**config.mk**
```make
export PLATFORM = sky130hd
export DESIGN_NAME = ksa_ram
export DESIGN_NICKNAME = d
export VERILOG_FILES = /design/src/rtl/core/ksa_ram.sv
export SDC_FILE = /design/constraint.sdc
export NUM_CORES = 1
export LEC_CHECK = 0
export ABC_AREA = 1
export BUFFER_PORTS_ARGS = -buffer_cell sky130_fd_sc_hd__buf_2
export CAP_MARGIN = 40
export CORE_MARGIN = 8
export CORE_UTILIZATION = 50
export CTS_BUF_LIST = sky130_fd_sc_hd__clkbuf_4 sky130_fd_sc_hd__clkbuf_8
export CTS_CLUSTER_DIAMETER = 80
export DETAILED_ROUTE_END_ITERATION = 7
export GPL_TIMING_DRIVEN = 0
export HOLD_SLACK_MARGIN = 0.05
export MAX_ROUTING_LAYER = met4
export PLACE_DENSITY = 0.66
export SYNTH_ARGS = -nofsm -noshare
export SYNTH_HDL_FRONTEND = slang
export SYNTH_SLANG_ARGS = --single-unit
```
**constraint.sdc**
```tcl
create_clock -name clk -period 2.4 [get_ports clk]
set_input_delay 0.12 -clock clk [delete_from_list [all_inputs] [get_ports clk]]
set_output_delay 0.12 -clock clk [all_outputs]
set_load 0.05 [all_outputs]
```
**src/rtl/core/ksa_ram.sv**
```systemverilog
// Generic single-write, single-read synchronous RAM with registered read data.
module ksa_ram #(
  parameter int WIDTH = 32,
  parameter int DEPTH = 16
) (
  input  logic                     clk,
  input  logic                     we,
  input  logic [$clog2(DEPTH)-1:0] waddr,
  input  logic [WIDTH-1:0]         wdata,
  input  logic                     re,
  input  logic [$clog2(DEPTH)-1:0] raddr,
  output logic [WIDTH-1:0]         rdata
);

  logic [WIDTH-1:0] mem [DEPTH];

  always_ff @(posedge clk) begin
    if (we) begin
      mem[waddr] <= wdata;
    end
    if (re) begin
      rdata <= mem[raddr];
    end
  end

endmodule

```
**After elaboration in Yosys (flattened, before gate mapping)**

Memory sizes are Yosys's and may differ from the RTL's. A register that Yosys moved wholly into a read port is not among the register bits.
Cells that the tools add are included.

- Multiplexer cells: 2

Operator list:

| operator | count |
|---|---|
| $mux 1 | 2 |

- Flip-flop bits (word level): 0
- Memory bits (writable): 512
- Input bits: 43
- Output and inout port bits: 32
- Logic and storage cells: 3
- Memories kept: 1

Memories:

| memory | words | bits a word | rd ports | clocked after memory_dff | write ports | RTL line | RTL |
|---|---|---|---|---|---|---|---|
| mem | 16 | 32 | 1 | 1 | 1 | 15 | `logic [WIDTH-1:0] mem [DEPTH];` |

**Longest topological paths before layout**

- Word-level depth: 2
- Gate-level depth with buffers: 10
- Mapped depth without buffers: 7

**Worst setup path after synthesis**

Ideal clock, no wire load.

- Path type: input -> register
- Start point: in waddr[2]
- End point: mem mem[10][0] (enable)
- Arrival time: 1.692 ns
- Path slack: 0.287 ns
- Cell stages on the path: 2
- Buffers on the path: 0
- Cells stage by stage: nand3b_1 -> nor2_1

RTL lines:

| item | RTL line | RTL |
|---|---|---|
| from (decl) | 8 | `input logic [$clog2(DEPTH)-1:0] waddr,` |
| to (decl) | 15 |  |

Straight into the memory's write port.

**Worst setup path in the final report**

- Start point: reg rdata[14], read port of mem
- End point: out rdata[14]

RTL lines:

| item | RTL line | RTL |
|---|---|---|
| from (decl) | 12 | `output logic [WIDTH-1:0] rdata` |

No word-level cell between the ends.

==> metrics.md <==
| Metric | Value |
|---|---|
| Core area | `~45,000 um^2` |
| Avg WL per Cell | `20.46 um` |
| Period minus WS final | `approximately 1.4 ns` |
| Tcrit/Tclk final | `0.5689` |
| TritonCTS clock tree | `built` |
| Worst path bufs/invs | `1` |
| DRC Markers | `0` |
| Crit path launch type | `flop` |
| CTS resizes | `0` |
| Slew Limit Fails | `0` |
| 1st-iter DRT viols | `about 1,900` |
| ANT nets after route | `0` |
| CP Cell Sequence | `buf_2` |
| #FFs+latches synth | `544` |
| Filler Cell Count | `~3,600` |
| Post-synthesis async set-or-reset flop share | `0` |
| Clock Sinks | `around 540` |
| Placed instance count | `2,817` |
| Endpoints failing setup | `0` |
| Count of cell types in the netlist | `14` |
| Slowest CP cell | `edfxtp_1` |
| Number of buffers created by CTS | `88` |
| Hold-fix buffers at CTS | `33` |
| First-pass GRT wire length | `approximately 92,000 um` |
| Vias in the first global route | `approximately 15,000` |
| Largest net degree at the start of global routing | `21` |
| Hold Worst Slack | `about 0.065 ns` |
| TritonRoute pass-1 iters | `5` |
| Final Skew | `0.02212 ns` |
| GR Overflow Total | `0` |
| Root Buffer | `clkbuf_8` |
| Cell family contributing the most delay on the critical path | `flip-flops` |
| Pwr Density | `747.0 nW/um^2` |
| Clk_lat worst skew | `~0.66 ns` |
| Most frequent cells after synthesis | `677 x nand2_1, 544 x edfxtp_1, 388 x inv_1` |
| Net count after synthesis | `2,163` |
| Top FF cell, synth | `edfxtp_1` |
| Reg clk slew, reported paths | `0.06 ns` |
| DR vias/cell | `about 5.2` |
| Reg area | `around 16,000 um^2` |
| Largest cells by area after synthesis | `edfxtp_1 71%, nand2_1 11%, nand3_1 8.4%` |
| Initial core utilization | `0.5069` |
| GP Congestion | `0.8319` |
| H-tree levels | `3` |
| Worst EP required | `2.28 ns` |
| Post-Synthesis Cells | `approximately 2,100` |
| RSZ-0062 raised after global routing | `false` |
| Fmax | `732.4 MHz` |
| Initial antenna violation count | `1` |
| Max-Cap Viols | `0` |
| Area of the multi-input gates | `4667 um^2` |
| Die ar. | `between 50,000 and 60,000 um^2` |
| Count leader, synth | `nand2_1` |
| Slew HR | `0.3898` |
| Critical Path AT | `about 1.3 ns` |
| Share of cells above drive strength 1 | `0.1360` |
| CP endpoint kind | `output pin` |
| Final hold viol count | `0` |
| DP Wirelength | `approximately 40,000 um` |
| Maximum fanout along the worst path | `1` |
| CP peak stage delay | `0.34 ns` |
| Die Wd | `230.7 um` |
| Total Nets Final | `2,383` |
| Post-Layout Cell Count | `about 3,000` |
| Post-synth EDFFs | `544` |
| Top cell type by total area after synthesis | `edfxtp_1` |
| Area growth from synthesis to layout | `16.85%` |
| Die height | `230.7 um` |
| Final wirelength | `61,490 um` |
| Synth top area share | `0.7087` |
| Seq/Total Area, Yosys | `0.7087` |
| Crit path kind | `reg2out` |
| Cell row count | `78` |
| Lkg Pwr | `0.01149 uW` |
| HP Class | `in2reg` |
| Worst VDD drop | `0.0004042 V` |
| Worst-margin pin slew | `approximately 0.9 ns` |
| Via Count | `15,715` |
| Postcts setup bufs | `0` |
| CTS Buffer Depth | `3` |
| Ys Warns | `0` |
| Status | `completed` |
| IO Count | `75` |
| Mapped Area | `about 23,000 um^2` |
| Syn Area/Cell | `around 11 um^2` |
| Port buffer count | `just over 70` |
| GRT Overall Usage | `0.2377` |
metal layers:
layer	wire length, um	track usage
met1	25220	0.3115
met3	5582	0.03924
met2	28640	0.3695
met5	0	-
met4	2049	0.09562
worst min-delay path, stage by stage:
cell and delay [ns]:
clkbuf_1 0.21, nand3_1 0.15, nand2_1 0.05
cell usage in the layout, fill, tap and decap left out, types with 2 or more instances in the layout:
master / synthesis / layout
buf_4: 6 / 6
nand3_1: 385 / 385
edfxtp_1: 544 / 544
bufinv_16: 0 / 3
clkinv_1: 0 / 19
clkbuf_8: 0 / 91
buf_16: 0 / 19
dlygate4sd3_1: 0 / 33
buf_6: 29 / 31
nand2_1: 677 / 677
clkbuf_1: 14 / 14
clkinv_2: 0 / 12
nor2_4: 0 / 16
inv_1: 388 / 388
clkinvlp_4: 0 / 4
nand3b_1: 2 / 2
buf_1: 14 / 14
buf_2: 41 / 113
buf_12: 1 / 5
clkbuf_4: 0 / 23
layout make-up:
class | instances | share of cell area
Timing Repair Buffer | 130 | 0.04887
Clock buffer | 114 | 0.05291
Tap cell | 600 | 0.02787
Buffer | 105 | 0.02606
Antenna cell | 1 | 0.00009291
Inverter | 390 | 0.05444
Sequential cell | 544 | 0.6065
Multi-Input combinational cell | 1081 | 0.1733
Clock inverter | 40 | 0.009987
cells by family (layout without fill, tap and decap cells):
group | after synthesis | in the layout | synth area share
AND/OR/NAND/NOR | 1081 | 1081 | 0.1973
flip-flops | 544 | 544 | 0.7087
other | 0 | 1 | 0
buffers and inverters | 495 | 779 | 0.09407
stage by stage:
stage / power [uW] / setup slack, ns / cell area, um^2 / setup TNS (ns) / util
after floorplan: 11840 / 0.2873 / 23050 / 0 / -
after global placement: 12420 / -1.573 / 24160 / -660.39 / 0.5313
after detailed placement: 12510 / 0.4463 / 24910 / 0 / 0.5477
after CTS: 20230 / 0.9865 / 26930 / 0 / 0.5922
after global routing: 20800 / 0.9870 / 26930 / 0 / 0.5922
final: 20120 / 1.035 / 26930 / 0 / 0.5922
flip-flops by register name, indices dropped and copies added, names as in the netlist:
signal and count:
mem 512, rdata 32
path summary, 6_finish.rpt:
path,from,end,slack [ns],cells after the start
hold / removal,raddr[3],rdata[31],0.07,3
setup reg to reg,mem[5][11],rdata[11],1.19,6
setup / recovery,rdata[14],rdata[14],1.03,1
hold reg to reg,mem[10][26],rdata[26],0.74,6
where the power goes:
group          switching, uW  internal [uW]
logic                   1160            452
clock network           3560           4200
registers               50.0          10700
total                   4770          15400
(Power assumes the default switching activity.)
