File: src/rtl/core/ksa_pkg.sv
// Shared types, constants and a helper function for the keyframe sine animator.
package ksa_pkg;

  typedef enum logic [1:0] {
    CMD_TICK  = 2'd0,
    CMD_ADD   = 2'd1,
    CMD_CLEAR = 2'd2,
    CMD_NONE  = 2'd3
  } cmd_t;

  localparam logic [2:0] CFG_RANGE  = 3'd0;
  localparam logic [2:0] CFG_OFFSET = 3'd1;
  localparam logic [2:0] CFG_RATE   = 3'd2;
  localparam logic [2:0] CFG_REPEAT = 3'd3;
  localparam logic [2:0] CFG_STARTX = 3'd4;
  localparam logic [2:0] CFG_STARTY = 3'd5;
  localparam logic [2:0] CFG_STARTZ = 3'd6;

  localparam int DIV_W   = 48;
  localparam int DSR_W   = 32;
  localparam int TURN_UNITS = 92160;
  localparam int TURN_HALF  = 46080;
  localparam int MOD_BASE   = 45;
  localparam int ANG_BIAS   = 1474560;
  localparam int RECIP45    = 5965232;
  localparam int RECIP_SHIFT = 28;
  localparam int FRAC_ONE   = 65536;
  localparam int FRAC_LIMIT = 16777216;
  localparam int Q30_ONE    = 1073741824;
  localparam int SINE_SEED  = 172272;

  typedef struct packed {
    logic             start;
    logic [DIV_W-1:0] dividend;
    logic [DSR_W-1:0] divisor;
  } div_req_t;

  function automatic logic signed [32:0] sine_coef(input logic [1:0] k);
    logic signed [32:0] c;
    case (k)
      2'd0:    c = -33'sd5026995;
      2'd1:    c = 33'sd85569306;
      2'd2:    c = -33'sd693598668;
      default: c = 33'sd1686629713;
    endcase
    return c;
  endfunction

endpackage

File: src/rtl/core/ksa_divider.sv
// Unsigned restoring divider that produces one quotient bit per cycle.
module ksa_divider
  import ksa_pkg::*;
(
  input  logic             clk,
  input  logic             rst,
  input  div_req_t         req,
  output logic             done,
  output logic [DIV_W-1:0] quotient
);

  localparam int CNT_W = $clog2(DIV_W + 1);

  logic             busy;
  logic [CNT_W-1:0] cnt;
  logic [DSR_W-1:0] rem;
  logic [DSR_W-1:0] dsr;
  logic [DSR_W:0]   trial;
  logic             fits;

  always_comb begin
    trial = {rem, quotient[DIV_W-1]};
    fits  = trial >= {1'b0, dsr};
  end

  always_ff @(posedge clk) begin
    if (rst) begin
      busy <= 1'b0;
      done <= 1'b0;
      cnt  <= '0;
    end else begin
      done <= 1'b0;
      if (req.start) begin
        quotient <= req.dividend;
        dsr      <= req.divisor;
        rem      <= '0;
        cnt      <= CNT_W'(DIV_W);
        busy     <= 1'b1;
      end else if (busy) begin
        rem      <= fits ? DSR_W'(trial - {1'b0, dsr}) : trial[DSR_W-1:0];
        quotient <= {quotient[DIV_W-2:0], fits};
        cnt      <= cnt - CNT_W'(1);
        if (cnt == CNT_W'(1)) begin
          busy <= 1'b0;
          done <= 1'b1;
        end
      end
    end
  end

endmodule

File: config.mk
export PLATFORM = sky130hd
export DESIGN_NAME = ksa_divider
export DESIGN_NICKNAME = d
export VERILOG_FILES = /design/src/rtl/core/ksa_pkg.sv /design/src/rtl/core/ksa_divider.sv
export SDC_FILE = /design/constraint.sdc
export NUM_CORES = 1
export LEC_CHECK = 0
export ABC_AREA = 1
export ABC_CLOCK_PERIOD_IN_PS = 4300
export BUFFER_PORTS_ARGS = -buffer_cell sky130_fd_sc_hd__buf_4
export CORE_ASPECT_RATIO = 0.6
export CORE_MARGIN = 2
export CORE_UTILIZATION = 40
export DETAILED_ROUTE_END_ITERATION = 7
export PLACE_DENSITY_LB_ADDON = 0.3
export SLEW_MARGIN = 10
export SYNTH_ARGS = -nofsm -noshare
export SYNTH_HDL_FRONTEND = slang
export SYNTH_SLANG_ARGS = --single-unit
File: constraint.sdc
create_clock -name clk -period 4.3 [get_ports clk]
set_input_delay 0 -clock clk [delete_from_list [all_inputs] [get_ports clk]]
set_output_delay 0 -clock clk [all_outputs]
set_load 0.01 [all_outputs]
Word-level counts from Yosys, hierarchy flattened
Index checks and enable logic that the tools add are counted.
{"block": "op_classes", "addsub": 2, "n_mul": 0, "n_div": 0, "n_lt_le_gt_ge": 1, "eq_ne": 1, "n_shift": 0, "n_mux": 10, "n_bitwise": 2, "n_reduce_logical": 5}
{"operator": "2-to-1 mux 48 bit", "n": 2}
{"operator": "2-to-1 mux 32 bit", "n": 2}
{"operator": ">= comparator 33 x 32 -> 1 bit", "n": 1}
{"operator": "subtractor 32 bit", "n": 1}
{"operator": "2-to-1 mux 6 bit", "n": 2}
{"operator": "equality test 6 x 1 -> 1 bit, second input constant", "n": 1}
{"operator": "subtractor 6 x 1 -> 6 bit, second input constant", "n": 1}
{"operator": "2-to-1 mux 1 bit", "n": 4}
{"operator": "AND reduction 2 bit", "n": 2}
{"operator": "OR reduction 3 bit", "n": 1}
{"operator": "inverter 1 bit", "n": 2}
{"operator": "nonzero test 2 bit", "n": 1}
{"operator": "OR reduction 2 bit", "n": 1}
{"block": "totals", "regBits": 120, "latchBits": 0, "ramBits": 0, "romBits": 0, "output_inout_bits": 49, "wordCells": 28, "n_memories": 0}

Logic depth before layout (Yosys ltp)
{"block": "depth", "ltp_word": 4, "mapped_depth": 17, "depth_no_buf": 15}

Least setup slack after synthesis
No wires, ideal clock.
{"block": "synth_path", "kind": "input to register", "start": "in req[80] (netlist name)", "end": "reg quotient[0], enable pin", "setup_ns": 0.441, "arrival_time_ns": 3.621, "setup_slack_ns": 0.238, "path_stages": 5, "cell_sequence": "clkbuf_1 -> inv_2 -> nor2_1 -> inv_1 -> nand2_1"}
{"block": "synth_via", "elab_chain_cells": 2}
{"element": "start, declared", "line": "ksa_divider.sv:7", "text": "input div_req_t req,"}
{"element": "nonzero test 2 bit (no source line)"}
{"element": "AND reduction 2 bit (no source line)"}
{"element": "end signal, assigned", "line": "ksa_divider.sv:34", "text": "quotient <= req.dividend;"}
{"element": "end signal, assigned", "line": "ksa_divider.sv:41", "text": "quotient <= {quotient[DIV_W-2:0], fits};"}
{"element": "end, declared", "line": "ksa_divider.sv:9", "text": "output logic [DIV_W-1:0] quotient"}
Every way passes these cells.
A chain may end at the register's enable or synchronous reset.

Worst setup path in the final report
{"block": "layout_path", "start": "reg rem[25]", "end": "reg quotient[0] (data pin)"}
{"block": "layout_via", "elab_chain_cells": 3}
{"element": "start, declared", "line": "ksa_divider.sv:16", "text": "logic [DSR_W-1:0] rem;"}
{"element": "start signal, assigned", "line": "ksa_divider.sv:40", "text": "rem <= fits ? DSR_W'(trial - {1'b0, dsr}) : trial[DSR_W-1:0];"}
{"element": ">= comparator 33 x 32 -> 1 bit", "line": "ksa_divider.sv:23", "text": "fits = trial >= {1'b0, dsr};"}
{"element": "2-to-1 mux 48 bit", "line": "ksa_divider.sv:39", "text": "end else if (busy) begin"}
{"element": "2-to-1 mux 48 bit", "line": "ksa_divider.sv:33", "text": "if (req.start) begin"}
Every way passes these cells. The select of a mux whose other input is x is not followed.

==> key figures <==
Placed design
  – I/O Buffers: ~130
  – Routability cong.: roughly 0.94
  – HPWL after DPL: ~16000 um
  – Pre-CTS setup slack: ~1.6 ns
  – Placed insts: between 1000 and 1500

Synth
  – Count leader, synth: nand2_1
  – Post-Synthesis Cells: around 1100
  – Post-synth top area share: 43.12%
  – Yosys warns: 0
  – Top_reg_cell synth: edfxtp_1
  – Asr flop ratio synth: 0%
  – Synthesized cell area: a little under 8000 sq um
  – Mapped Avg Cell Area: ~7.4 sq um
  – Sequential fraction of the synthesis area: between 40% and 50%
  – Yosys top cell by area: edfxtp_1
  – #FFs+latches synth: 120
  – Post-Syn Nets: 1174
  – Top cells by instance count after synthesis: nand2_1 (453), inv_1 (175), edfxtp_1 (112)
  – Top cells by area, synth: edfxtp_1 (43%), nand2_1 (22%), inv_1 (8.4%)
  – Count of flip-flops with a built-in enable after synthesis: about 110
  – Synth unique cells: 36

Clock network
  – Worst-Skew Late Latency: approximately 0.42 ns
  – CTS buffer count: 17
  – CTS tree: yes
  – CTS root buf: clkbuf_16
  – PostCTS Resize Cnt: 0
  – Post-CTS Setup Bufs: 0
  – Clock Pin Slew Worst Setup and Hold Paths: about 0.06 ns
  – CTS sink count: 120
  – H-tree levels: 4
  – Max Root-Sink Buffers: 2

Detailed routing
  – Via count: 7270
  – Initial drt markers: between 600 and 700
  – WL per Instance: 15.03 um
  – Metal3 WL: 1880 um
  – Vias per cell: 4.696
  – Met1 Routed Length: 12420 um
  – Max Used Layer: met4
  – DRC: 0
  – Met2 wire len: just under 9000 um
  – Final WL: approximately 23000 um
  – Iteration count of the initial detailed-routing pass: 5
  – Antenna-violating nets left: 0

Critical path
  – Type of origin of the critical path: register
  – CP Data Required Time: 4.45 ns
  – Arrival time worst endpoint: 3.00 ns
  – CP max FO: 24
  – Worst Setup Path Type: register to register
  – Critical path capture point type: register

Global route
  – First-pass GRT wire length: between 30000 and 40000 um
  – Global route overflow: 0
  – Vias in the first global route: 6808
  – Largest net degree at the start of global routing: between 80 and 90
  – Tot GR Track Use: 23.71%
  – Initial antenna violation count: 0

Timing
  – Final setup margin: 1.449 ns
  – RSZ-0062 raised after global routing: false
  – Final setup fails: 0
  – Fin crit share: approximately two thirds
  – Worst hold slack: 0.1772 ns
  – Actual slew at the worst max-slew pin: roughly 0.93 ns
  – Worst Skew: between 0.01 and 0.015 ns
  – FMAX: 0.3507 GHz
  – Period minus WS final: around 2.9 ns
  – Setup total negative slack: 0 ns
  – Slew HR: roughly two fifths
  – Max-slew violation count: 0
  – Final Hold Viols: 0

Power and ir drop
  – Pleak: 5.339 nW
  – Peak supply drop: 0.0002779 V
  – Power Density: just over 400 nW/um^2
  – Total power draw: ~4.2 mW

Floorplanning
  – Die area: ~21000 sq um
  – Die width: about 180 um
  – IO Pins: approximately 130
  – Starting Density: approximately 41%
  – FP Rows: 39
  – Core ar.: approximately 19000 sq um
  – Die Ht: between 100 and 150 um

Hold path
  – Worst hold path type: input port to register

Status
  – Status: completed

Final layout
  – Filler cells: between 1500 and 2000
  – Ant diodes: 0
  – Layout cells sized above 1: 15.83%
  – Multi-input logic area: 3498 sq um
  – Area Growth Syn to Fin: 33.83%
  – Sequential cell area: between 3000 and 4000 sq um
  – Final cell count without fillers: 1548
  – Final Net Count: 1387

Flow run
  – Max_cap viols: 0
[worst paths after layout]
check / startpoint / to / slack, ns / cells past startpoint
worst max-delay path: rem[25]$_SDFFCE_PP0P_ / quotient[0]$_DFFE_PP_ / 1.45 / 12
worst min-delay path: req[80] / quotient[0]$_DFFE_PP_ / 0.18 / 2
worst max register to register: rem[25]$_SDFFCE_PP0P_ / quotient[0]$_DFFE_PP_ / 1.45 / 12
worst min register to register: cnt[4]$_SDFFE_PP0N_ / cnt[4]$_SDFFE_PP0N_ / 0.51 / 2
[power breakdown]
part           leakage, nW  internal (mW)  total (mW)  switching (mW)
clock network        0.287          0.855        1.42           0.570
logic                 3.90          0.488        1.32           0.828
registers             1.15           1.43        1.50          0.0637
[flip-flops by register name (all words and copies together), names as in the netlist]
register	cells
busy	1
dsr	32
rem	32
cnt	6
done	1
quotient	48
[routing by layer]
| metal | track usage, % | up-vias |
|---|---|---|
| met3 | 5.840 | 22 |
| met2 | 30.69 | 258 |
| li1 | - | 3677 |
| met5 | 0 | - |
| met1 | 38.81 | 3313 |
| met4 | 4.853 | 0 |
[through the flow]
stage / area, sq um / utilization [%]
floorplan: 7800 / -
global placement: 9049 / 47.43
detailed placement: 9049 / 47.43
CTS: 10440 / 54.71
global route: 10440 / 54.71
finish: 10440 / 54.71
[cells by family (layout without fill, tap and decap cells)]
family                     Yosys count  after routing  share of synthesized area [%]
AOI/OAI and AO/OA                   25             25                          1.684
and+or+nand+nor                    657            657                          35.35
buffers and inverters              202            428                          10.17
DFF                                120            120                          45.17
xor gates and xnor gates            17             17                          1.909
adders and majority gates           35             35                          5.711
[layout make-up]
cell class	instances	area share, %
Multi-Input combinational cell	734	33.51
Clock inverter	15	1.474
Inverter	180	6.520
Timing Repair Buffer	216	17.48
Sequential cell	120	33.75
Tap cell	266	3.188
Clock buffer	17	4.075
[cell usage in the layout, fill, tap and decap left out, types with 3 or more instances in the layout]
| cell | n |
|---|---|
| nor2_1 | 102 |
| clkinv_2 | 5 |
| nor3_1 | 4 |
| buf_4 | 135 |
| nor2_2 | 16 |
| clkinv_4 | 5 |
| dfxtp_1 | 8 |
| nand2_2 | 4 |
| dlygate4sd3_1 | 81 |
| edfxtp_1 | 112 |
| nand2_1 | 452 |
| nand3_1 | 30 |
| inv_2 | 4 |
| clkbuf_16 | 17 |
| inv_1 | 175 |
| and2_1 | 7 |
| xnor2_1 | 3 |
| xor2_1 | 14 |
| nand4_1 | 6 |
| or2_2 | 3 |
| nand3b_1 | 22 |
| inv_6 | 3 |
| ha_1 | 34 |
| a21oi_1 | 19 |
[timing repair]
action / CTS / global route
hold endpoints to repair: 86 / 0
hold buffers: 81 / 0
endpoints found under the setup margin: 0 / 0
[worst max-delay path: stages, from the launching register on]
cell	delay (ns)
edfxtp_1	0.39
ha_1	0.40
nand2_1	0.10
nand2_1	0.12
nand2_1	0.09
and2_1	0.14
nor2_1	0.05
nor2_2	0.17
nand2_2	0.12
nor2_8	0.42
nand2_8	0.18
inv_6	0.29
o21ai_1	0.09
Power figures use the tool's default switching activity.
