### config.mk
export PLATFORM = sky130hd
export DESIGN_NAME = ksa_sine
export DESIGN_NICKNAME = d
export VERILOG_FILES = /design/src/rtl/core/ksa_pkg.sv /design/src/rtl/core/ksa_sine.sv
export SDC_FILE = /design/constraint.sdc
export NUM_CORES = 2
export LEC_CHECK = 0
export ABC_CLOCK_PERIOD_IN_PS = 26500
export CAP_MARGIN = 0
export CORE_MARGIN = 2
export CORE_UTILIZATION = 35
export CTS_BUF_LIST = sky130_fd_sc_hd__clkbuf_4 sky130_fd_sc_hd__clkbuf_8
export CTS_CLUSTER_SIZE = 40
export DETAILED_ROUTE_END_ITERATION = 10
export DONT_BUFFER_PORTS = 1
export GPL_TIMING_DRIVEN = 0
export HOLD_SLACK_MARGIN = 0.05
export MAX_ROUTING_LAYER = met4
export PLACE_DENSITY_LB_ADDON = 0.3
export SLEW_MARGIN = 40
export SYNTH_ARGS = -nofsm -noshare
export SYNTH_HDL_FRONTEND = slang
export SYNTH_SLANG_ARGS = --single-unit
### constraint.sdc
create_clock -name clk -period 26.5 [get_ports clk]
set_input_delay 0 -clock clk [delete_from_list [all_inputs] [get_ports clk]]
set_output_delay 0 -clock clk [all_outputs]
set_load 0.01 [all_outputs]
### src/rtl/core/ksa_pkg.sv
// Shared types, constants and a helper function for the keyframe sine animator.
package ksa_pkg;

  typedef enum logic [1:0] {
    CMD_TICK  = 2'd0,
    CMD_ADD   = 2'd1,
    CMD_CLEAR = 2'd2,
    CMD_NONE  = 2'd3
  } cmd_t;

  localparam logic [2:0] CFG_RANGE  = 3'd0;
  localparam logic [2:0] CFG_OFFSET = 3'd1;
  localparam logic [2:0] CFG_RATE   = 3'd2;
  localparam logic [2:0] CFG_REPEAT = 3'd3;
  localparam logic [2:0] CFG_STARTX = 3'd4;
  localparam logic [2:0] CFG_STARTY = 3'd5;
  localparam logic [2:0] CFG_STARTZ = 3'd6;

  localparam int DIV_W   = 48;
  localparam int DSR_W   = 32;
  localparam int TURN_UNITS = 92160;
  localparam int TURN_HALF  = 46080;
  localparam int MOD_BASE   = 45;
  localparam int ANG_BIAS   = 1474560;
  localparam int RECIP45    = 5965232;
  localparam int RECIP_SHIFT = 28;
  localparam int FRAC_ONE   = 65536;
  localparam int FRAC_LIMIT = 16777216;
  localparam int Q30_ONE    = 1073741824;
  localparam int SINE_SEED  = 172272;

  typedef struct packed {
    logic             start;
    logic [DIV_W-1:0] dividend;
    logic [DSR_W-1:0] divisor;
  } div_req_t;

  function automatic logic signed [32:0] sine_coef(input logic [1:0] k);
    logic signed [32:0] c;
    case (k)
      2'd0:    c = -33'sd5026995;
      2'd1:    c = 33'sd85569306;
      2'd2:    c = -33'sd693598668;
      default: c = 33'sd1686629713;
    endcase
    return c;
  endfunction

endpackage

### src/rtl/core/ksa_sine.sv
// Sequential Q30 sine evaluator using an odd degree-9 polynomial on one multiplier.
module ksa_sine
  import ksa_pkg::*;
(
  input  logic               clk,
  input  logic               rst,
  input  logic               start,
  input  logic [31:0]        phase,
  output logic               done,
  output logic signed [31:0] sine
);

  typedef enum logic [2:0] {
    S_IDLE, S_X2, S_X2W, S_MUL, S_ADD, S_LAST, S_FIN
  } state_t;

  state_t             state;
  logic [1:0]         quad;
  logic [30:0]        x;
  logic signed [31:0] x2;
  logic signed [32:0] t;
  logic [1:0]         k;
  logic signed [32:0] mul_a;
  logic signed [31:0] mul_b;
  logic signed [64:0] prod;
  logic signed [32:0] tf;

  always_comb begin
    mul_a = 33'(signed'({2'b00, x}));
    mul_b = 32'(signed'({1'b0, x}));
    case (state)
      S_MUL: begin
        mul_a = t;
        mul_b = x2;
      end
      S_LAST: begin
        mul_a = t;
      end
      default: begin
      end
    endcase
    tf = 33'(prod >>> 30);
  end

  always_ff @(posedge clk) begin
    if (rst) begin
      state <= S_IDLE;
      done  <= 1'b0;
    end else begin
      done <= 1'b0;
      case (state)
        S_IDLE: begin
          if (start) begin
            quad  <= phase[31:30];
            x     <= phase[30] ? 31'(Q30_ONE) - {1'b0, phase[29:0]} : {1'b0, phase[29:0]};
            state <= S_X2;
          end
        end
        S_X2: begin
          prod  <= 65'(mul_a) * 65'(mul_b);
          state <= S_X2W;
        end
        S_X2W: begin
          x2    <= 32'(prod >>> 30);
          t     <= 33'sd172272;
          k     <= 2'd0;
          state <= S_MUL;
        end
        S_MUL: begin
          prod  <= 65'(mul_a) * 65'(mul_b);
          state <= S_ADD;
        end
        S_ADD: begin
          t <= sine_coef(k) + tf;
          if (k == 2'd3) begin
            state <= S_LAST;
          end else begin
            k     <= k + 2'd1;
            state <= S_MUL;
          end
        end
        S_LAST: begin
          prod  <= 65'(mul_a) * 65'(mul_b);
          state <= S_FIN;
        end
        S_FIN: begin
          if (tf > 33'(Q30_ONE)) begin
            sine <= quad[1] ? -32'(Q30_ONE) : 32'(Q30_ONE);
          end else if (tf < 0) begin
            sine <= '0;
          end else begin
            sine <= quad[1] ? -32'(tf) : 32'(tf);
          end
          done  <= 1'b1;
          state <= S_IDLE;
        end
        default: state <= S_IDLE;
      endcase
    end
  end

  a_sine_range: assert property (@(posedge clk) disable iff (rst)
    done |-> (sine <= 32'sd1073741824 && sine >= -32'sd1073741824))
    else $error("sine result outside of unit range");

  a_start_idle: assert property (@(posedge clk) disable iff (rst)
    start |-> state == S_IDLE)
    else $error("sine started while busy");

endmodule

* Word level (Yosys, flattened, before mapping) *
Cells that the tools add are included.

cells by class
  add/sub/neg operators = 4
  multipliers = 1
  div/mod/pow operators = 0
  magnitude comparators = 2
  equality and inequality tests = 11
  shift operators = 0
  mux-type cells = 17
  bitwise operators = 1
  reductions and logical operators = 11

operator list
  cell                                                                            count
  32-bit 2-to-1 mux                                                               5
  33-bit 2-to-1 mux                                                               3
  33-bit one-hot mux with 3 select lines                                          1
  33-bit one-hot mux with 2 select lines                                          1
  33-bit by 32-bit multiplier with 63-bit output                                  1
  33-bit adder                                                                    1
  33-bit by 32-bit > comparator with 1-bit output (second input constant)         1
  33-bit by 1-bit less-than comparator with 1-bit output (second input constant)  1
  32-bit negator                                                                  1
  31-bit by 30-bit subtractor with 31-bit output (first input constant)           1
  30-bit 2-to-1 mux                                                               1
  3-bit one-hot mux with 6 select lines                                           1
  3-bit == test (second input constant)                                           3
  2-bit AND reduction                                                             4
  3-bit by 2-bit == test with 1-bit output (second input constant)                2
  3-bit 2-to-1 mux                                                                2
  3-bit AND reduction                                                             2
  2-bit == test (second input constant)                                           2
  2-bit inequality test (second input constant)                                   2
  2-bit one-hot mux with 2 select lines                                           1
  3-bit by 1-bit == test with 1-bit output (second input constant)                1
  3-bit zero test                                                                 1
  3-bit OR reduction                                                              1
  2-bit by 1-bit adder with 2-bit output (second input constant)                  1
  7 further kinds                                                                 7

storage, ports and cells
  register bits after elaboration = 199
  bits in latches = 0
  memory bits (writable) = 0
  memory bits (read-only) = 0
  bits of input ports = 35
  word-level logic and storage cells = 57
  memories kept = 0

* Logic depth before layout (Yosys ltp) *
  word-level depth = 6
  depth in mapped cells = 35
  mapped depth without buffers = 31

* Worst setup path before layout *
Ideal clock, no wire load.

  kind = register -> register
  start point = register state[2]
  end point = register prod[56] (data pin)
  setup time = 176 ps
  data arrival time = 8,633 ps
  data required time = 26,324 ps
  slack = 17,691 ps
  cell stages (with the launch flop) = 29
  path buffers = 4
  clock period less this slack = 8,809 ps
  path through = dfxtp_1 -> xor2_1 -> and2_1 -> buf_4 -> buf_1 -> clkbuf_1 -> nand2_1 -> clkbuf_1 -> nor2_1 -> fa_1 -> inv_1 -> fa_1 -> inv_1 -> fa_1 -> fa_1 -> inv_1 -> fa_1 -> inv_1 -> fa_1 -> inv_1 -> fa_1 -> inv_1 -> fa_1 -> ha_1 -> a21oi_1 -> nor3b_1 -> a21oi_1 -> a2111o_1 -> o311ai_2

between the ends
  longest elaborated chain between the ends = 4

RTL lines
  element                                                                    RTL line                                        RTL
  from (decl)                                                                ksa_sine.sv:17                                  state_t state;
  from (signal assigned)                                                     ksa_sine.sv:47                                  state <= S_IDLE;
  from (signal assigned)                                                     ksa_sine.sv:56                                  state <= S_X2;
  from (signal assigned)                                                     ksa_sine.sv:61                                  state <= S_X2W;
  3-bit == test or 3-bit by 2-bit == test with 1-bit output (tied branches)  ksa_sine.sv:31, ksa_sine.sv:51
  2-bit OR reduction (no line)                                               n/a
  33-bit 2-to-1 mux                                                          ksa_sine.sv:31                                  case (state)
  33-bit by 32-bit multiplier with 63-bit output (*)                         ksa_sine.sv:60, ksa_sine.sv:70, ksa_sine.sv:83
  to (signal assigned)                                                       ksa_sine.sv:60                                  prod <= 65'(mul_a) * 65'(mul_b);
  to (signal assigned)                                                       ksa_sine.sv:70                                  prod <= 65'(mul_a) * 65'(mul_b);
  to (signal assigned)                                                       ksa_sine.sv:83                                  prod <= 65'(mul_a) * 65'(mul_b);
  to (decl)                                                                  ksa_sine.sv:25                                  logic signed [64:0] prod;

Every way passes the cells marked *; elsewhere a longest branch is shown, timed or not.
A chain may end at the register's enable or synchronous reset.

* Final worst setup path *
  start point = register state[2]
  end point = register prod[59] (data pin)

The elaborated chain is that of the path after synthesis.

==> reports/results.ini <==
[die]
initial_core_util=0.3526
fp.dieW_um=356.9
dieArea_mm2=0.1274
core.rowCount=129
die_y_um=356.9
io_pins=68
core_mm2=0.1236

[detailed_routing]
routedWlPerCell_um=27.91
wirelength_mm=177.6
drtIter0Drc=3594
via_per_inst=5.372
drtPass1Iterations=8
ant_nets=0
num_vias=34180
drcViolationCount=0

[sta]
skew_ns=0.02771
finalSetupTns_ns=0
final-max-slew-violation-count=0
period_needed_ns=12.34
hold_viol_final=0
relSlewSlack=0.3119
rsz0062_at_grt=false
worstMarginPinSlew_ns=1.003
layout_worst_path_cycle_share=0.4657
finalSetupViolations=0
fmax_mhz=81.04

[synth]
yosysSeqAreaShare=0.1148
yosysMostFrequentCell=fa_1
syn_area_mm2=0.04360
synth_nets=5945
synth_compound_area_frac=0.04070
synth_top_family_by_area=adder cells
synth_flop_cell=edfxtp_1
synthAdderAreaFrac=0.5629
ys_types=79
synth_commonest_cells=fa_1, inv_1, nand2_1
synthCells=4604
synth_area_leader_cell=fa_1
synth-edff-count=164
yosys_warnings=0
synth_seq_cells=168
synth_mux_area_frac=0.01429
synthSimpleGateAreaFrac=0.1384
synth_async_sr_flop_share=0
syn_avg_cell_area_um2=9.469
synth_xor_area_frac=0.02612
synth_top_cell_area_share=0.5014
synthTopCellsByArea=fa_1, edfxtp_1, inv_1

[global_route]
grt_pass1_vias=36010
antenna_found_initial=7
grt_start_max_net_pins=33
grt_pass1_wl_mm=254.9
grt_usage=0.2926
grt_overflow_total=0

[setup_path]
cp_top_family=adder cells
max_stage_delay_ns=0.76
cp_num_buf_inv=9
cp-start-kind=register
crit_path_frequent_cell=fa_1
criticalPathCategory=register to register
critPathSlowestCell=clkbuf_1
crit_fanout=10
cp_data_arrival_time_ns=12.55
path_depth=33
critPathCaptureType=register
required_ns=26.71
r2r_cells=33

[flow_run]
maxCapViolCount=0

[clock_network]
post_cts_resize_count=0
clockBufferDepth=2
root_buffer=clkbuf_8
cts_inserted_buffers=17
clk_latency_ns=0.47
post_cts_buffers=0
clkTransAtPathRegs_ns=0.11
htreeDepth=4
cts_tree=done
numClockSinks=168

[worst_hold_path]
min_path_type=input port to register
whs_path_depth=3

[status]
status=complete, no violations

[layout]
drive_gt1_frac=0.05578
fin_nets=6043
post-route-util=0.3850
area_delta_synth_final_pct=9.169

[place]
dp_hpwl_mm=145.8
gp_congestion=1.068
place.port_buffers=0

sequential cells by signal, indices dropped and copies added, names as in the netlist:
name and flops:
t 33, prod 33, quad 1, done 1, sine 32, x 31
state 3, k 2, x2 32
metrics by stage:
step | cell area (um^2) | hold WS, ns | worst slack, ns | instances
after CTS | 47550 | 0.05512 | 14.24 | 6352
after global placement | 45650 | 0.07449 | 12.68 | 6241
after global routing | 47580 | 0.07456 | 13.80 | 6356
final | 47590 | 0.08124 | 14.16 | 6363
after floorplan | 43600 | 0.07188 | 17.69 | 4604
after detailed placement | 46620 | 0.07594 | 14.27 | 6271
layer usage:
| layer | part of all wire | global-route usage | vias to the layer above |
|---|---|---|---|
| li1 | - | - | 13870 |
| met1 | 0.38 | 0.3631 | 17660 |
| met2 | 0.44 | 0.4375 | 2060 |
| met3 | 0.11 | 0.06852 | 585 |
| met4 | 0.077 | 0.1697 | 0 |
| met5 | 0 | - | - |
path summary, 6_finish.rpt:
kind / from / to / slack [ns]
max reg2reg: state[2] / prod[59] / 14.16
min reg2reg: prod[56] / x2[26] / 0.44
max: state[2] / prod[59] / 14.16
min: phase[19] / x[21] / 0.08
worst min-delay path, cell delays in order:
cell and delay (ns):
or3_1 0.13, o31ai_1 0.10, xnor2_1 0.20
repair_timing:
item / 4_1_cts / 5_1_grt
setup endpoints to repair: 0 / 0
hold buffers: 49 / 0
hold endpoints to repair: 54 / 0
cell type report:
class	instances	area, um^2
clock inverters	13	183.9
diodes	11	27.53
fillers	12580	76040
well taps	1637	2048
plain buffers	192	860.8
repair buffers	79	867.1
clock buffers	19	249.0
inverters	999	3750
flip-flops and latches	168	5005
multi-input cells	3245	34600
cells by family after synthesis:
family	Yosys count
DFF	168
adders and majority gates	1306
xor gates and xnor gates	130
AOI/OAI and AO/OA	257
muxes	62
and+or+nand+nor	1490
buffers and inverters	1191
placed cells by master, fill, tap and decap left out, types with 19 or more instances in the layout:
master / count
a21o_1: 37
a21oi_1: 62
clkbuf_1: 81
clkbuf_2: 97
dlygate4sd3_1: 49
edfxtp_1: 164
fa_1: 1091
ha_1: 214
inv_1: 999
mux2i_2: 19
mux2i_4: 28
nand2_1: 681
nand2b_1: 21
nor2_1: 646
nor3_1: 19
o21ai_0: 56
xnor2_1: 70
xor2_1: 59
Power is not shown: default switching activity piles up to over one toggle a cycle in this logic, so the estimate is an artifact.
